<file path="src/rtl/dshot_pkg.sv">
// Shared types, constants and register codes for the four-motor DShot frame encoder.
package dshot_pkg;

   localparam int NUM_MOTORS = 4;
   localparam int THR_W      = 12;
   localparam int CODE_W     = 11;
   localparam int WORD_BITS  = 16;
   localparam int CMP_W      = 16;
   localparam int SLOT_W     = 5;
   localparam int CSR_AW     = 3;
   localparam int CSR_DW     = 32;

   localparam logic [THR_W-1:0]  CMD_OFFSET = 12'd1953;
   localparam logic [THR_W-1:0]  CMD_MAX    = 12'd4000;
   localparam logic [CODE_W-1:0] CODE_MIN   = 11'd48;

   localparam logic [CMP_W-1:0] ONE_CMP_RESET  = 16'd60;
   localparam logic [CMP_W-1:0] ZERO_CMP_RESET = 16'd30;

   typedef logic [THR_W-1:0]     throttle_type;
   typedef logic [CMP_W-1:0]     cmp_type;
   typedef logic [WORD_BITS-1:0] word_type;
   typedef logic [SLOT_W-1:0]    slot_type;

   // Register index, taken from the word address
   typedef enum logic {
      CSR_ONE_BIT  = 1'b0,
      CSR_ZERO_BIT = 1'b1
   } csr_index_type;

   // Control from the slot sequencer to every lane
   typedef struct packed {
      logic load;
      logic shift;
   } lane_ctrl_type;

endpackage

</file>
<file path="src/rtl/dshot_csr.sv">
// Configuration registers for the bit compare values, behind an APB-style port.
module dshot_csr
   import dshot_pkg::*;
(
   input  logic              clock,
   input  logic              reset,
   input  logic              csr_psel,
   input  logic              csr_penable,
   input  logic              csr_pwrite,
   input  logic [CSR_AW-1:0] csr_paddr,
   input  logic [CSR_DW-1:0] csr_pwdata,
   output logic [CSR_DW-1:0] csr_prdata,
   output logic              csr_pready,
   output cmp_type           one_cmp,
   output cmp_type           zero_cmp
);

   cmp_type       one_cmp_ff, one_cmp_in;
   cmp_type       zero_cmp_ff, zero_cmp_in;
   csr_index_type index;
   logic          wr_en;

   assign csr_pready = 1'b1;
   assign index      = csr_index_type'(csr_paddr[2]);
   assign wr_en      = csr_psel && csr_penable && csr_pwrite;

   // Decode the write, keep the low half of the data
   always_comb begin
      one_cmp_in  = one_cmp_ff;
      zero_cmp_in = zero_cmp_ff;
      if (wr_en) begin
         unique case (index)
            CSR_ONE_BIT:  one_cmp_in  = csr_pwdata[CMP_W-1:0];
            CSR_ZERO_BIT: zero_cmp_in = csr_pwdata[CMP_W-1:0];
            default:      one_cmp_in  = one_cmp_ff;
         endcase
      end
   end

   always_ff @(posedge clock) begin
      if (reset) begin
         one_cmp_ff  <= ONE_CMP_RESET;
         zero_cmp_ff <= ZERO_CMP_RESET;
      end else begin
         one_cmp_ff  <= one_cmp_in;
         zero_cmp_ff <= zero_cmp_in;
      end
   end

   // Read back, zero extended
   always_comb begin
      unique case (index)
         CSR_ONE_BIT:  csr_prdata = {{(CSR_DW-CMP_W){1'b0}}, one_cmp_ff};
         CSR_ZERO_BIT: csr_prdata = {{(CSR_DW-CMP_W){1'b0}}, zero_cmp_ff};
         default:      csr_prdata = '0;
      endcase
   end

   assign one_cmp  = one_cmp_ff;
   assign zero_cmp = zero_cmp_ff;

endmodule

</file>
<file path="src/rtl/dshot_lane.sv">
// One motor lane: encodes the command into a DShot word and shifts it out MSB first.
module dshot_lane
   import dshot_pkg::*;
(
   input  logic          clock,
   input  throttle_type  throttle,
   input  lane_ctrl_type ctrl,
   output logic          word_bit
);

   word_type          word_ff, word_in;
   throttle_type      cmd_sat;
   logic [CODE_W-1:0] code_raw;
   logic [CODE_W-1:0] code;
   logic [CODE_W:0]   code_x2;
   logic [3:0]        csum;
   word_type          word_new;

   // Saturate the command and form the throttle code
   always_comb begin
      cmd_sat = (throttle > CMD_MAX) ? CMD_MAX : throttle;
      if (throttle < CMD_OFFSET) begin
         code_raw = '0;
      end else begin
         code_raw = CODE_W'(cmd_sat - CMD_OFFSET);
      end
      // raise the reserved command codes to the lowest throttle
      if ((code_raw != '0) && (code_raw < CODE_MIN)) begin
         code = CODE_MIN;
      end else begin
         code = code_raw;
      end
      code_x2  = {code, 1'b0};
      csum     = code_x2[3:0] ^ code_x2[7:4] ^ code_x2[11:8];
      word_new = {code, 1'b0, csum};
   end

   // Load a fresh word, or advance one bit per slot
   always_comb begin
      word_in = word_ff;
      if (ctrl.load) begin
         word_in = word_new;
      end else if (ctrl.shift) begin
         word_in = {word_ff[WORD_BITS-2:0], 1'b0};
      end
   end

   always_ff @(posedge clock) begin
      word_ff <= word_in;
   end

   assign word_bit = word_ff[WORD_BITS-1];

endmodule

</file>
<file path="src/rtl/dshot_merge.sv">
// Slot sequencer: steps through the frame, merges the lane bits into compare values.
module dshot_merge
   import dshot_pkg::*;
#(
   parameter int FRAME_SLOTS = 18
) (
   input  logic                  clock,
   input  logic                  reset,
   input  logic                  req_tvalid,
   output logic                  req_tready,
   input  logic [NUM_MOTORS-1:0] lane_bits,
   input  cmp_type               one_cmp,
   input  cmp_type               zero_cmp,
   output lane_ctrl_type         lane_ctrl,
   output logic                  rsp_tvalid,
   input  logic                  rsp_tready,
   output cmp_type               rsp_cmp [NUM_MOTORS],
   output slot_type              rsp_slot,
   output logic                  rsp_tlast
);

   localparam slot_type LastSlot = SLOT_W'(FRAME_SLOTS - 1);
   localparam slot_type WordEnd  = SLOT_W'(WORD_BITS);

   logic     busy_ff, busy_in;
   slot_type slot_ff, slot_in;
   logic     rsp_valid_ff, rsp_valid_in;
   slot_type rsp_slot_ff;
   logic     rsp_last_ff;
   cmp_type  rsp_cmp_ff [NUM_MOTORS];

   logic advance;
   logic final_slot;
   logic accept;

   assign advance    = busy_ff && (!rsp_valid_ff || rsp_tready);
   assign final_slot = (slot_ff == LastSlot);
   assign req_tready = !busy_ff || (advance && final_slot);
   assign accept     = req_tvalid && req_tready;

   assign lane_ctrl.load  = accept;
   assign lane_ctrl.shift = advance;

   // Frame counter and output valid
   always_comb begin
      busy_in      = busy_ff;
      slot_in      = slot_ff;
      rsp_valid_in = rsp_valid_ff;
      if (advance) begin
         slot_in      = slot_ff + 1'b1;
         rsp_valid_in = 1'b1;
         if (final_slot) begin
            busy_in = 1'b0;
         end
      end else if (rsp_tready) begin
         rsp_valid_in = 1'b0;
      end
      if (accept) begin
         busy_in = 1'b1;
         slot_in = '0;
      end
   end

   always_ff @(posedge clock) begin
      if (reset) begin
         busy_ff      <= 1'b0;
         slot_ff      <= '0;
         rsp_valid_ff <= 1'b0;
      end else begin
         busy_ff      <= busy_in;
         slot_ff      <= slot_in;
         rsp_valid_ff <= rsp_valid_in;
      end
   end

   // Merge the lane bits into the output register; gap slots carry zero
   always_ff @(posedge clock) begin
      if (advance) begin
         rsp_slot_ff <= slot_ff;
         rsp_last_ff <= final_slot;
         for (int m = 0; m < NUM_MOTORS; m++) begin
            if (slot_ff < WordEnd) begin
               rsp_cmp_ff[m] <= lane_bits[m] ? one_cmp : zero_cmp;
            end else begin
               rsp_cmp_ff[m] <= '0;
            end
         end
      end
   end

   assign rsp_tvalid = rsp_valid_ff;
   assign rsp_slot   = rsp_slot_ff;
   assign rsp_tlast  = rsp_last_ff;
   assign rsp_cmp    = rsp_cmp_ff;

`ifndef ASSERT_OFF
   a_accept_only_at_frame_end: assert property (@(posedge clock) disable iff (reset)
      accept |-> (!busy_ff || final_slot))
      else $error("item taken while a frame is still in progress");

   a_accept_starts_frame: assert property (@(posedge clock) disable iff (reset)
      accept |=> (busy_ff && (slot_ff == '0)))
      else $error("accepted item did not start a frame at slot zero");

   a_slot_in_range: assert property (@(posedge clock) disable iff (reset)
      rsp_valid_ff |-> ((rsp_slot_ff <= LastSlot) && (rsp_last_ff == (rsp_slot_ff == LastSlot))))
      else $error("slot number out of range or frame end misplaced");

   a_gap_is_zero: assert property (@(posedge clock) disable iff (reset)
      (rsp_valid_ff && (rsp_slot_ff >= WordEnd)) |->
         ((rsp_cmp_ff[0] == '0) && (rsp_cmp_ff[1] == '0) &&
          (rsp_cmp_ff[2] == '0) && (rsp_cmp_ff[3] == '0)))
      else $error("gap slot carries a non-zero compare value");
`endif

endmodule

</file>
<file path="src/rtl/dshot_four_motor_frame_encoder_top.sv">
// Top level of the four-motor DShot frame encoder: lanes, slot sequencer and registers.
//
//   channel | direction | handshake                 | payload
//   req     | in        | req_tvalid / req_tready   | req_tdata: four 12-bit commands
//   rsp     | out       | rsp_tvalid / rsp_tready   | rsp_tdata: four compares, slot; tlast
//   csr     | in        | csr_psel/penable, pready  | 16-bit compare values at 0x0, 0x4
//
// Each item yields FRAME_SLOTS transfers, one per cycle while rsp_tready is high; the slot
// counter feeding the output register sets that number.
// The next item is taken in the cycle the last slot enters the output register.
// Encoding happens in the acceptance cycle; lane registers, then output register, follow.
// Reset (synchronous) empties the frame and loads compare values 60 and 30.
// A stall on rsp holds the output register and stops the lane shift registers shifting.
module dshot_four_motor_frame_encoder_top
   import dshot_pkg::*;
#(
   parameter int FRAME_SLOTS = 18
) (
   input  logic              clock,
   input  logic              reset,
   // [11:0] motor_1_throttle, [23:12] motor_2_throttle,
   // [35:24] motor_3_throttle, [47:36] motor_4_throttle
   input  logic [47:0]       req_tdata,
   input  logic              req_tvalid,
   output logic              req_tready,
   // [15:0] slot_motor_1, [31:16] slot_motor_2, [47:32] slot_motor_3,
   // [63:48] slot_motor_4, [68:64] slot_number, [71:69] zero
   output logic [71:0]       rsp_tdata,
   output logic              rsp_tlast,
   output logic              rsp_tvalid,
   input  logic              rsp_tready,
   input  logic              csr_psel,
   input  logic              csr_penable,
   input  logic              csr_pwrite,
   input  logic [CSR_AW-1:0] csr_paddr,
   input  logic [CSR_DW-1:0] csr_pwdata,
   output logic [CSR_DW-1:0] csr_prdata,
   output logic              csr_pready
);

   cmp_type               one_cmp;
   cmp_type               zero_cmp;
   lane_ctrl_type         lane_ctrl;
   logic [NUM_MOTORS-1:0] lane_bits;
   cmp_type               rsp_cmp [NUM_MOTORS];
   slot_type              rsp_slot;

   dshot_csr u_csr (
      .clock       (clock),
      .reset       (reset),
      .csr_psel    (csr_psel),
      .csr_penable (csr_penable),
      .csr_pwrite  (csr_pwrite),
      .csr_paddr   (csr_paddr),
      .csr_pwdata  (csr_pwdata),
      .csr_prdata  (csr_prdata),
      .csr_pready  (csr_pready),
      .one_cmp     (one_cmp),
      .zero_cmp    (zero_cmp)
   );

   // One encoder lane per motor
   for (genvar m = 0; m < NUM_MOTORS; m++) begin : g_lane
      dshot_lane u_lane (
         .clock    (clock),
         .throttle (req_tdata[m*THR_W +: THR_W]),
         .ctrl     (lane_ctrl),
         .word_bit (lane_bits[m])
      );
   end

   dshot_merge #(
      .FRAME_SLOTS (FRAME_SLOTS)
   ) u_merge (
      .clock      (clock),
      .reset      (reset),
      .req_tvalid (req_tvalid),
      .req_tready (req_tready),
      .lane_bits  (lane_bits),
      .one_cmp    (one_cmp),
      .zero_cmp   (zero_cmp),
      .lane_ctrl  (lane_ctrl),
      .rsp_tvalid (rsp_tvalid),
      .rsp_tready (rsp_tready),
      .rsp_cmp    (rsp_cmp),
      .rsp_slot   (rsp_slot),
      .rsp_tlast  (rsp_tlast)
   );

   // Pack the result transfer
   assign rsp_tdata = {3'b000, rsp_slot, rsp_cmp[3], rsp_cmp[2], rsp_cmp[1], rsp_cmp[0]};

endmodule
</file>
<file path="config.mk">
export PLATFORM = sky130hd
export DESIGN_NAME = dshot_four_motor_frame_encoder_top
export DESIGN_NICKNAME = d
export VERILOG_FILES = /design/src/rtl/dshot_pkg.sv /design/src/rtl/dshot_csr.sv /design/src/rtl/dshot_lane.sv /design/src/rtl/dshot_merge.sv /design/src/rtl/dshot_four_motor_frame_encoder_top.sv
export SDC_FILE = /design/constraint.sdc
export NUM_CORES = 1
export LEC_CHECK = 0
export BUFFER_PORTS_ARGS = -buffer_cell sky130_fd_sc_hd__buf_2
export CAP_MARGIN = 20
export CELL_PAD_IN_SITES_DETAIL_PLACEMENT = 0
export CELL_PAD_IN_SITES_GLOBAL_PLACEMENT = 2
export CORE_AREA = 2 2 166 168
export DETAILED_ROUTE_END_ITERATION = 7
export DIE_AREA = 0 0 168 170
export PLACE_DENSITY_LB_ADDON = 0.05
export REMOVE_ABC_BUFFERS = 1
export SLEW_MARGIN = 10
export SYNTH_ARGS = -nofsm -noshare
export SYNTH_HDL_FRONTEND = slang
export SYNTH_SLANG_ARGS = --single-unit
</file>
<file path="constraint.sdc">
create_clock -name clock -period 8.95 [get_ports clock]
set_input_delay 0.895 -clock clock [delete_from_list [all_inputs] [get_ports clock]]
set_output_delay 0.895 -clock clock [all_outputs]
set_load 0.02 [all_outputs]
</file>
Yosys cells after proc, flatten, opt, wreduce, memory -nomap -nowiden
Cells that the tools add are included.
- logic and storage cells: 101
- input bits: 90
- output and inout port bits: 108
- register bits after elaboration: 173
- add/sub/neg operators: 5
- reduce and logical (&&, ||, !) cells: 24
- equal/unequal tests: 1
- mux-type cells: 30
- bitwise logic cells: 9
- magnitude comparators: 13
- operators with widths (kind ; number):
    16-bit 2-to-1 mux ; 12
    11-bit 2-to-1 mux ; 12
    32-bit case mux with 2 select lines ; 1
    12-bit greater-than comparator (second input constant) ; 4
    12-bit by 11-bit < comparator with 1-bit output (second input constant) ; 4
    11-bit by 6-bit < comparator with 1-bit output (second input constant) ; 4
    11-bit nonzero test ; 4
    11-bit subtractor (second input constant) ; 4
    4-bit XOR ; 8
    1-bit logical AND ; 9
    2-bit AND reduction ; 3
    2-bit nonzero test ; 3
    5-bit by 1-bit adder with 5-bit output (second input constant) ; 1
    5-bit == test (second input constant) ; 1
    5-bit < comparator (second input constant) ; 1
    1-bit 2-to-1 mux ; 5
    1-bit zero test ; 2
    1-bit logical OR ; 2
    2-bit OR reduction ; 1
    1-bit inverter ; 1

Depth between registers and ports, before layout
Gate-level depths: netlist of the first run.
- depth after elaboration: 10
- gate-level depth with buffers: 14
- depth with buffers taken out: 11

Hierarchy
A second synthesis of the first run with hierarchy kept.
- cells, all modules: 1004
- area total of the unflattened synthesis: 10431.3 um^2
- modules (own cells, without submodules) (module ; area each (um^2) ; cells each ; instances ; sequential area each (um^2)):
    dshot_lane ; 1322.5 ; 145 ; 4 ; 470.5
    dshot_merge ; 3447.1 ; 258 ; 1 ; 2242.2
    dshot_csr ; 1667.8 ; 162 ; 1 ; 640.6
    dshot_four_motor_frame_encoder_top ; 26.3 ; 4 ; 1 ; 0.0

Least setup slack after synthesis of the first run
Ideal clock, no wire load.
- kind: input port to flip-flop
- start point: input rsp_tready
- end point: register u_merge.rsp_cmp_ff, in the netlist u_merge.rsp_cmp[0] (enable)
- arrival time: 3.644 ns
- stages on the path: 5
- data required time: 8.489 ns
- path buffers: 2
- setup slack: 4.845 ns
- library setup time: 0.461 ns
- cell sequence: nand2b_1 -> nand2_1 -> inv_1 -> clkbuf_1 -> buf_1
- cells in the longest elaborated chain, start to end: 2
- RTL lines (what ; line ; RTL):
    start, declared ; dshot_four_motor_frame_encoder_top.sv:31 ; input logic rsp_tready,
    1-bit logical OR ; dshot_merge.sv:36 ; assign advance = busy_ff && (!rsp_valid_ff || rsp_tready);
    1-bit logical AND ; dshot_merge.sv:36 ;
    named net u_merge.advance ; dshot_merge.sv:32 ; logic advance;
    end signal, assigned by index ; dshot_merge.sv:83 ; rsp_cmp_ff[m] <= lane_bits[m] ? one_cmp : zero_cmp;
    end, declared ; dshot_merge.sv:30 ; cmp_type rsp_cmp_ff [NUM_MOTORS];
The timed path passes the listed nets, and every way through them passes these cells.
A chain may end at the register's enable or synchronous reset.

Worst setup path in the final report of the first run
- start point: input req_tdata[5]
- end point: register g_lane[0].u_lane.word_ff[5], data pin
- cells in the longest elaborated chain, start to end: 8
- elaborated cells between the ends (all ways): 10
- classes of those cells: add/sub (1); order compare (3); mux (4); reduce/logical (2)
- RTL lines (what ; line ; RTL):
    start, declared ; dshot_four_motor_frame_encoder_top.sv:23 ; input logic [47:0] req_tdata,
    12-bit greater-than comparator ; dshot_lane.sv:21 ; cmd_sat = (throttle > CMD_MAX) ? CMD_MAX : throttle;
    11-bit 2-to-1 mux ; dshot_lane.sv:21 ;
    11-bit subtractor ; dshot_lane.sv:25 ; code_raw = CODE_W'(cmd_sat - CMD_OFFSET);
    11-bit 2-to-1 mux * ; dshot_lane.sv:22 ; if (throttle < CMD_OFFSET) begin
    11-bit by 6-bit < comparator with 1-bit output or 11-bit nonzero test (tied branches) ; dshot_lane.sv:28 ; if ((code_raw != '0) && (code_raw < CODE_MIN)) begin
    1-bit logical AND ; dshot_lane.sv:28 ;
    11-bit 2-to-1 mux * ; dshot_lane.sv:28 ;
    16-bit 2-to-1 mux * ; dshot_lane.sv:41 ; if (ctrl.load) begin
    named net g_lane[0].u_lane.word_in[5] ; dshot_lane.sv:11 ; word_type word_ff, word_in;
    end signal, assigned ; dshot_lane.sv:49 ; word_ff <= word_in;
    end, declared ; dshot_lane.sv:11 ;
The timed path passes the listed nets; every way through them passes the cells marked *.

==> results of run 1 <==
-- worst max path at each step --
stage | slack, ns | start | cells past startpoint | end
CTS | 4.66 | req_tdata[43] | 12 | g_lane[3].u_lane.word_ff[3]
detailed placement | 4.25 | req_tdata[7] | 11 | g_lane[0].u_lane.word_ff[5]
global placement | 4.16 | req_tdata[43] | 12 | g_lane[3].u_lane.word_ff[3]
global route | 4.23 | req_tdata[5] | 11 | g_lane[0].u_lane.word_ff[2]
floorplan | 4.59 | u_merge.slot_ff[4] | 4 | g_lane[0].u_lane.word_ff[0]
finish | 4.64 | req_tdata[5] | 11 | g_lane[0].u_lane.word_ff[5]
-- kinds of logic (layout without fill, tap and decap cells) --
| logic type | Yosys count | after routing | share of synthesized area (%) |
|---|---|---|---|
| XOR/XNOR | 37 | 37 | 3.33 |
| other | 2 | 20 | 0.0772 |
| flip-flops | 173 | 173 | 49.0 |
| AO/OA/AOI/OAI | 208 | 208 | 14.5 |
| buffers and inverters | 95 | 218 | 4.55 |
| AND/OR/NAND/NOR | 387 | 387 | 18.5 |
| adder cells (fa/ha/maj) | 6 | 6 | 0.772 |
| multiplexers | 88 | 88 | 9.26 |
-- flip-flops by register name (all words and copies together) (netlist names) --
name	flops
u_merge.busy_ff	1
u_merge.rsp_tvalid	1
u_merge.rsp_tlast	1
u_csr.one_cmp	16
u_merge.slot_ff	5
u_csr.zero_cmp	16
u_merge.rsp_cmp	64
g_lane.u_lane.word_ff	64
u_merge.rsp_slot	5
-- synthesized netlist by cell type (all sizes together) (8+ instances only) --
cell type,number
a21o,8
a31oi,8
inv,16
o31ai,13
nor3,16
nor2,94
nand3,35
xor2,19
clkbuf,46
edfxtp,130
xnor2,18
buf,33
a21oi,58
nand2,160
a32o,10
nand3b,10
nand4,10
dfxtp,43
a22o,8
o21ai,42
nand2b,8
mux2,16
mux2i,72
-- layout make-up --
type	count	area (sq um)	area share, %
inverter	16	61.3	0.541
tap	341	427	3.77
sequential	173	4770	42.1
clock inverter	14	146	1.29
timing repair buffer	171	906	8.00
clock buffer	17	425	3.76
multi-input combinational	746	4590	40.6
-- worst max-delay path, delay by kind of cell --
kind	cells	cell delay, ns
AO/OA/AOI/OAI	7	2.15
adder cells (fa/ha/maj)	1	0.44
buffers and inverters	1	0.18
AND/OR/NAND/NOR	2	0.82
-- layer usage --
metal	share of wire, %	vias up
met5	0	-
met4	1.0	0
met3	3.7	20
met2	47	178
met1	49	3635
li1	-	3888
-- metrics by stage --
stage / util [%] / power (mW) / cell area (sq um)
3_5_place_dp: 40.4 / 1.30 / 10800
6_report: 42.5 / 2.01 / 11300
4_1_cts: 42.5 / 2.03 / 11300
2_1_floorplan: - / 1.18 / 9410
5_1_grt: 42.5 / 2.09 / 11300
3_3_place_gp: 40.2 / 1.30 / 10700
-- power groups by stage --
stage	logic [mW]	registers (mW)	clock network [mW]
final	0.327	0.953	0.725
after global routing	0.362	0.960	0.772
after CTS	0.331	0.953	0.741
after detailed placement	0.330	0.971	0
after global placement	0.326	0.973	0
after floorplan	0.176	1.00	0
==> metrics.md, run 1 <==
| Metric | Value |
|---|---|
| Run status | complete, no violations |
| Clock tree buffer depth | 2 |
| Startpoint Class | input pin |
| Crit Path Category | in2reg |
| GRT Max-Usage Layer | met2 |
| Total routed wirelength | about 25 mm |
| GR Util met1 | 24.0% |
| Final min period | approximately 4.3 ns |
| Drc violations | 0 |
| Iter 0 DRT Violations | about 400 |
| Worst reg2reg setup slack | 5.55 ns |
| Layout cells sized above 1 | 21.5% |
| CP Data Required Time | 9.13 ns |
| Post-synthesis sequential element count | between 150 and 200 |
| I/O Pins | approximately 200 |
| Clock skew | 0.0209 ns |
| Hold_buf cts | 0 |
| Most used DFF post-synth | edfxtp_1 |
| Clock power frac | roughly 36% |
| Seq/Total Area, Yosys | 49.0% |
| Clk root buf | clkbuf_16 |
| Routability cong. | 0.775 |
| Die area | approximately 29,000 sq um |
| Top cells by area, synth | edfxtp_1, dfxtp_1, mux2i_1 |
| Setup tns final | 0 ns |
| # resized after CTS | 0 |
| Hold Path Class | reg2reg |
| H-tree depth | 4 |
| Area share of the largest cell type after synthesis | about 40% |
| EDFF count, synth | between 100 and 150 |
| Reg2reg start | u_merge.slot_ff[0] |
| Pleak | approximately 4.5 nW |
| DIE HEIGHT | about 170 um |
| Synth unique cells | 75 |
| Cell Area, Synth | about 9700 sq um |
| P_sw | a little under 0.6 mW |
| RSZ-0062 raised after global routing | no |
| DRT Pass-1 Iters | 4 |
| Worst-Margin Slew | about 1.1 ns |
| Switching part of the total power | between 20 and 30% |
| Ant. Diodes | 0 |
| Max-slew violation count | 0 |
| Total CTS buffers | 17 |
| Slowest stage delay, CP | around 0.5 ns |
| Yosys Warn Count | 0 |
| Die Wd | roughly 170 um |
| CP Capture Type | register |
| Final #Nets | ~1.2k |
| Final Non-Filler Cells | between 1k and 1.5k |
| Routing usage on met3 | under 10% |
| Hold Path Depth | 2 |
| Critical path fanouts, max | 9 |
| First-pass GRT wire length | 39.8 mm |
| Synthesized area per cell | 9.77 sq um |
| Post-Place Cells | ~1.4k |
| R2R depth | 7 |
| VDD IR max | roughly 0.12 mV |
| Fmax | between 200 and 250 MHz |
| Post-CTS setup buffers | 0 |
| Clock sink count | 173 |
| Core ar. | ~27,000 sq um |
| Post-Place Worst Slack | 4.25 ns |
| Hold EP | u_merge.rsp_tvalid |
| Worst rel slew slack | approximately 30% |
| WHS | approximately 0.46 ns |
| CTS tree | yes |
| Post-route setup slack | 4.64 ns |
| RR Endpoint | g_lane[2].u_lane.word_ff[15] |
| FFs w/ async S/R, synth | 0% |
| Initial core utilization | between 30% and 40% |
| Final setup vio count | 0 |
| Final hold vios | 0 |
| Area leader, netlist | edfxtp_1 |
| GR Util All Layers | between 10% and 20% |
| Clock transition at the registers of the reported paths | around 0.080 ns |
| CP arrival | ~4.5 ns |
| Fillcell total | about 2.6k |
| Max-Cap Viols | 0 |
| Clock Latency Late Sink | 0.43 ns |
| Cell Chain, Critical Path | buf_2, o21ai_0, o21ai_0, ha_1, nor4b_1, a211oi_1, a211oi_1, o2111ai_1, nor4b_1, a31oi_1, a32o_1 |
| Final period utilization | about half |
| Most used cells in the layout excluding fill and tap cells | nand2_1, buf_2, edfxtp_1 |
| # port buffers | about 160 |
| Area Growth Syn to Fin | 16.4% |
| Cell-internal power | between 1 and 1.5 mW |
| Post-DRT Antenna Nets | 0 |
| GRT overflow | 0 |
| Comb power frac | about 16% |
| Via count | between 7k and 8k |
| Mapped Cells | about 1,000 |
| Wirelength per Cell | about 17 um |
| Share of power burned in registers | roughly 48% |
| Crit-path slowest cell | a211oi_1 |
| Vias in the first global route | 7,314 |
| Row Count | 60 |
| HPWL Detailed | approximately 17 mm |
| PwrDens | ~180 nW/um^2 |
| Largest net degree at the start of global routing | 85 |
| Initial antenna violation count | 0 |
| Hold Crit Start | u_merge.busy_ff |
| Met2 usage | between 20% and 30% |
| Vias per Instance | approximately 5.2 |
Note: power is estimated with default switching activity, not from simulation.
==> inputs of run 2 (changes only) <==
CORE_AREA = 2 2 173 175   (was 2 2 166 168)
DIE_AREA = 0 0 175 177   (was 0 0 168 170)
clock period = 4.3 ns   (was 8.95 ns; I/O delays follow)
==> run 2 against run 1 <==
Net effect:
- critical endpoint unchanged
- register-to-register slack worse by 4.2 ns
- core utilization is 3.1 points lower
- final cell count is 4.1% higher
- non-clock buffer count is 10 higher
- largest power group unchanged
- via count is 0.28% lower
- worst hold slack worse by 0.23 ns
- clock power is 130% higher
- sequential power is 110% higher
- total power is 120% higher
- die area is 8.5% higher
==> metrics.md, run 2 (synthesis gave the netlist of run 1 again) <==
| Metric | Value |
|---|---|
| Run status | complete, no violations |
| RSZ-0062 raised after global routing | no |
| Max-Cap Viols | 0 (unchanged) |
| Via count | 7,699 (-0.28%) |
| Worst-Margin Slew | 1.04 ns (-0.0128 ns) |
| Hold Path Depth | 3 (+1) |
| Post-Place Worst Slack | 0.354 ns (-3.90 ns) |
| Clock transition at the registers of the reported paths | 0.07 ns (about the same) |
| Drc violations | 0 (unchanged) |
| Vias per Instance | 5.01 (-4.2%) |
| Routability cong. | 0.767 (-1.0%) |
| Max-slew violation count | 0 (unchanged) |
| Layout cells sized above 1 | 22.1% (+0.67 points) |
| Clock Latency Late Sink | 0.43 ns (about the same) |
| R2R depth | 9 (+2) |
| Die area | 31,000 sq um (+8.5%) |
| Final period utilization | approximately four fifths |
| Post-CTS setup buffers | 0 (unchanged) |
| Reg2reg start | u_merge.slot_ff[0] |
| CTS tree | yes |
| Die Wd | 175 um (+4.2%) |
| Iter 0 DRT Violations | 373 (-8.6%) |
| Final min period | 3.52 ns |
| # port buffers | 159 (unchanged) |
| DIE HEIGHT | 177 um (+4.1%) |
| Clock skew | 0.0133 ns (-0.00761 ns) |
| Largest net degree at the start of global routing | 67 (-21%) |
| Worst reg2reg setup slack | 1.33 ns (-4.22 ns) |
| Clock sink count | 173 (unchanged) |
| Critical path fanouts, max | 9 (unchanged) |
| Core ar. | 29,200 sq um (+9.7%) |
| Final core occ | 39.3% (-3.1 points) |
| Final #Nets | 1,231 (+0.82%) |
| Hold_buf cts | 0 (unchanged) |
| Setup tns final | 0 ns (unchanged) |
| Initial antenna violation count | 0 (unchanged) |
| I/O Pins | 198 (unchanged) |
| Clk root buf | clkbuf_16 |
| Wirelength per Cell | 16.8 um (+0.47%) |
| Startpoint Class | input pin |
| GRT overflow | 0 (unchanged) |
| HPWL Detailed | 18.0 mm (+4.9%) |
| # resized after CTS | 0 (unchanged) |
| Ant. Diodes | 0 (unchanged) |
| H-tree depth | 4 (unchanged) |
| Post-route setup slack | 0.777 ns (-3.86 ns) |
| GR Util All Layers | 16.6% (-0.82 points) |
| Row Count | 63 (+5.0%) |
| CP arrival | 3.70 ns (-0.79 ns) |
| Fmax | 284 MHz |
| Hold Path Class | in2reg |
| Vias in the first global route | 7,152 (-2.2%) |
| VDD IR max | 0.199 mV (+73%) |
| Hold Crit Start | csr_pwdata[2] |
| WHS | 0.232 ns (-0.229 ns) |
| First-pass GRT wire length | 40.4 mm (+1.5%) |
| CP Data Required Time | 4.48 ns (-4.65 ns) |
| Clock tree buffer depth | 2 (unchanged) |
| Total routed wirelength | 25.9 mm (+4.5%) |
| Area Growth Syn to Fin | 18.3% |
| CP Capture Type | register |
| DRT Pass-1 Iters | 4 (unchanged) |
| Post-DRT Antenna Nets | 0 (unchanged) |
| Final hold vios | 0 (unchanged) |
| Hold EP | u_csr.zero_cmp[2] |
| Worst rel slew slack | 30.3% (+0.65 points) |
| Initial core utilization | 33.3% (-3.2 points) |
| Total CTS buffers | 17 (unchanged) |
| Most used cells in the layout excluding fill and tap cells | nand2_1, buf_2, edfxtp_1 |
| Crit Path Category | in2reg |
| Final setup vio count | 0 (unchanged) |
| RR Endpoint | g_lane[3].u_lane.word_ff[3] |
| Pleak | 4.55 nW (+1.5%) |
| PwrDens | 375 nW/um^2 (+110%) |
## run 2: changes by cell type in the layout (fill, tap and decap cells not counted), sizes merged
| cell | before | now |
|---|---|---|
| buf | 171 | 180 |
| bufinv | 0 | 3 |
| clkbuf | 17 | 20 |
| clkinv | 6 | 2 |
| clkinvlp | 1 | 2 |
| inv | 23 | 22 |
## run 2: worst max-delay path by stage
stage / depth (start not counted) / start / slack, ns / end
2_1_floorplan: 4 / u_merge.slot_ff[4] / -0.06 / g_lane[0].u_lane.word_ff[0]
3_3_place_gp: 12 / req_tdata[5] / 0.37 / g_lane[0].u_lane.word_ff[6]
3_5_place_dp: 12 / req_tdata[5] / 0.35 / g_lane[0].u_lane.word_ff[6]
4_1_cts: 12 / req_tdata[5] / 0.81 / g_lane[0].u_lane.word_ff[6]
5_1_grt: 12 / req_tdata[5] / 0.53 / g_lane[0].u_lane.word_ff[6]
6_report: 12 / req_tdata[5] / 0.78 / g_lane[0].u_lane.word_ff[5]
## run 2: where the power goes
group	total, mW	switching, mW	leakage [nW]	internal [mW]
registers	1.98	0.0460	1.61	1.94
clock network	1.64	0.692	0.299	0.948
logic	0.696	0.450	2.64	0.246
total	4.32	1.19	4.55	3.13
## run 2: metrics by stage
stage	instance area, sq um	instances	total power, mW
final	11500	1538	4.32
after CTS	11500	1537	4.38
after detailed placement	10900	1505	2.72
after global placement	10900	1505	2.72
after global routing	11500	1538	4.50
after floorplan	9410	935	2.45
## run 2: cell type report
type	instances	area [sq um]
repair buffers	181	978
clock inverters	13	176
clock buffers	19	443
flip-flops and latches	173	4770
well taps	390	488
fillers	3007	17700
multi-input cells	746	4590
inverters	16	61.3
## run 2: layer usage
layer	vias to the layer above	global-route usage, %	wire (um)
li1	3898	-	-
met3	13	2.62	810
met2	143	27.8	12500
met4	0	3.51	168
met5	-	0	0
met1	3645	22.6	12400
## run 2: worst max-delay path: stages
cell	delay, ns
buf_2	0.19
o21ai_0	0.18
o21ai_0	0.47
ha_1	0.26
nor4b_1	0.42
a211oi_1	0.08
a211oi_1	0.22
buf_4	0.16
o2111ai_1	0.09
nor4b_1	0.43
a31oi_1	0.38
a32o_1	0.37
==> inputs of run 3 (changes only) <==
clock period = 3.6 ns   (was 4.3 ns; I/O delays follow)
==> run 3 against run 2 <==
Net effect:
- combinational power grew 21%
- wire length grew 0.12%
- flip-flop and latch count is the same
- non-clock buffer count grew 35
- register-to-register slack lost 0.85 ns
- setup slack lost 0.30 ns
- final cell count grew 2.3%
- cell area grew 2.0%
- global-route usage grew 0.46 points
- via count grew 2.1%
==> metrics.md, run 3 (synthesis gave the netlist of run 1 again) <==
| Metric | Value |
|---|---|
| Clock transition at the registers of the reported paths | 0.08 ns (about the same) |
| Routability cong. | 0.784 (+2.2%) |
| Cell area after layout | 11,700 sq um (+2.0%) |
| Clock Latency Late Sink | 0.44 ns (about the same) |
| CP arrival | 3.42 ns (-0.28 ns) |
| Post-Place Worst Slack | 0.169 ns (-0.185 ns) |
| CP Capture Type | register |
| Vias per Instance | 4.99 (-0.22%) |
| VDD IR max | 0.273 mV (+37%) |
| Crit. Startpoint | u_merge.slot_ff[0] |
| Largest net degree at the start of global routing | 67 (unchanged) |
| HPWL Detailed | 18.6 mm (+3.3%) |
| RSZ-0062 raised after global routing | no |
| Iter 0 DRT Violations | 380 (+1.9%) |
| Reg2reg start | u_merge.slot_ff[0] |
| Wirelength per Cell | 16.5 um (-2.1%) |
| Final hold vios | 0 (unchanged) |
| Most used cells in the layout excluding fill and tap cells | nand2_1, buf_2, edfxtp_1 |
| Max-slew violation count | 0 (unchanged) |
| Setup tns final | 0 ns (unchanged) |
| Total CTS buffers | 17 (unchanged) |
| PwrDens | 432 nW/um^2 (+15%) |
| # resized after CTS | 0 (unchanged) |
| Final core occ | 40.1% (+0.77 points) |
| CTS tree | yes |
| GR Util All Layers | 17.0% (+0.46 points) |
| Met1 wire length | 12.4 mm (about the same) |
| Final period utilization | about 87% |
| CP Data Required Time | 3.90 ns (-0.58 ns) |
| Met3 routed WL | 825 um (+1.9%) |
| Area of placed instances | 11,100 sq um (+2.5%) |
| DRT Pass-1 Iters | 4 (unchanged) |
| Final setup vio count | 0 (unchanged) |
| Crit Path Category | reg2reg |
| Critical path fanouts, max | 10 (+1) |
| Hold Path Class | in2reg |
| Post-DRT Antenna Nets | 0 (unchanged) |
| WHS | 0.151 ns (-0.0807 ns) |
| Clock skew | 0.0277 ns (+0.0144 ns) |
| Via count | 7,857 (+2.1%) |
| Layout cells sized above 1 | 24.5% (+2.4 points) |
| Row Count | 63 (unchanged) |
| Clock tree buffer depth | 2 (unchanged) |
| DR WL met2 | 12.4 mm (-0.77%) |
| Clock sink count | 173 (unchanged) |
| I/O Pins | 198 (unchanged) |
| Area Growth Syn to Fin | 20.6% |
| Fmax | roughly 320 MHz |
| Initial core utilization | 33.3% (unchanged) |
| GRT overflow | 0 (unchanged) |
| Die area | 31,000 sq um (unchanged) |
| Post-CTS setup buffers | 0 (unchanged) |
| R2R depth | 8 (-1) |
| RR Endpoint | g_lane[3].u_lane.word_ff[3] |
| Run status | complete, no violations |
| Final Non-Filler Cells | 1,573 (+2.3%) |
| Worst-Margin Slew | 1.06 ns (+0.0160 ns) |
| Worst rel slew slack | 29.4% (-0.86 points) |
| Final min period | 3.12 ns |
| Fillcell total | 2,964 (-1.4%) |
| Pleak | 4.70 nW (+3.3%) |
| Die Wd | 175 um (unchanged) |
| Post-route setup slack | 0.476 ns (-0.301 ns) |
| Initial antenna violation count | 0 (unchanged) |
| Hold_buf cts | 0 (unchanged) |
| Pwr Total | 5.07 mW (+17%) |
| Worst setup endpoint | g_lane[3].u_lane.word_ff[3] |
| Post-Place Cells | 1,541 (+2.4%) |
| H-tree depth | 4 (unchanged) |
| Startpoint Class | register |
| Final #Nets | 1,266 (+2.8%) |
| First-pass GRT wire length | 41.5 mm (+2.7%) |
| Drc violations | 0 (unchanged) |
| Clk root buf | clkbuf_16 |
| Worst reg2reg setup slack | 0.48 ns (-0.85 ns) |
| Max-Cap Viols | 0 (unchanged) |
| Core ar. | 29,200 sq um (unchanged) |
| DIE HEIGHT | 177 um (unchanged) |
| Max Used Layer | met4 |
| Vias in the first global route | 7,650 (+7.0%) |
| Total routed wirelength | 25.9 mm (+0.12%) |
| Ant. Diodes | 0 (unchanged) |
| # port buffers | 159 (unchanged) |
[run 3: cell types whose count changed in the layout (fill, tap and decap cells not counted)]
| cell | change |
|---|---|
| buf_4 | +36 |
| bufinv_16 | -3 |
| clkbuf_16 | -1 |
| clkbuf_8 | -1 |
| clkinv_2 | -1 |
| clkinv_4 | +1 |
| clkinv_8 | +5 |
| clkinvlp_4 | -2 |
| inv_8 | +1 |
| nor2_1 | -1 |
| nor2_2 | +1 |
[run 3: where the power goes]
| group | internal (mW) | leakage [nW] | switching, mW | total [mW] |
|---|---|---|---|---|
| Clock | 0.940 | 0.290 | 0.906 | 1.85 |
| Sequential | 2.31 | 1.61 | 0.0710 | 2.38 |
| Combinational | 0.317 | 2.80 | 0.522 | 0.839 |
[run 3: worst min-delay path by stage]
stage / from / end / slack [ns] / cells past startpoint
after global routing: csr_pwdata[1] / u_csr.zero_cmp[1] / 0.15 / 3
after CTS: csr_pwdata[5] / u_csr.one_cmp[5] / 0.15 / 3
after detailed placement: g_lane[0].u_lane.word_ff[4] / g_lane[0].u_lane.word_ff[4] / 0.46 / 2
after floorplan: reset / u_csr.one_cmp[0] / 0.43 / 1
after global placement: g_lane[0].u_lane.word_ff[4] / g_lane[0].u_lane.word_ff[4] / 0.45 / 2
final: csr_pwdata[5] / u_csr.one_cmp[5] / 0.15 / 3
[run 3: layer usage]
layer | GRT usage, % | up-vias
li1 | - | 3970
met1 | 23.2 | 3714
met2 | 28.6 | 152
met3 | 2.32 | 21
met4 | 4.20 | 0
met5 | 0 | -
[run 3: final cells by class]
type | instances | area (sq um) | share of cell area, %
Sequential cell | 173 | 4770 | 40.6
Timing Repair Buffer | 216 | 1220 | 10.4
Inverter | 16 | 61.3 | 0.523
Multi-Input combinational cell | 746 | 4600 | 39.2
Clock buffer | 18 | 429 | 3.66
Tap cell | 390 | 488 | 4.16
Clock inverter | 14 | 168 | 1.43
[run 3: critical path: stages, from the launching register on]
cell,delay [ns]
dfxtp_1,0.43
ha_1,0.17
nor4bb_1,0.49
a21oi_1,0.31
nand2b_1,0.40
nor2_1,0.62
nand2_1,0.16
o31ai_1,0.29
a221o_1,0.14
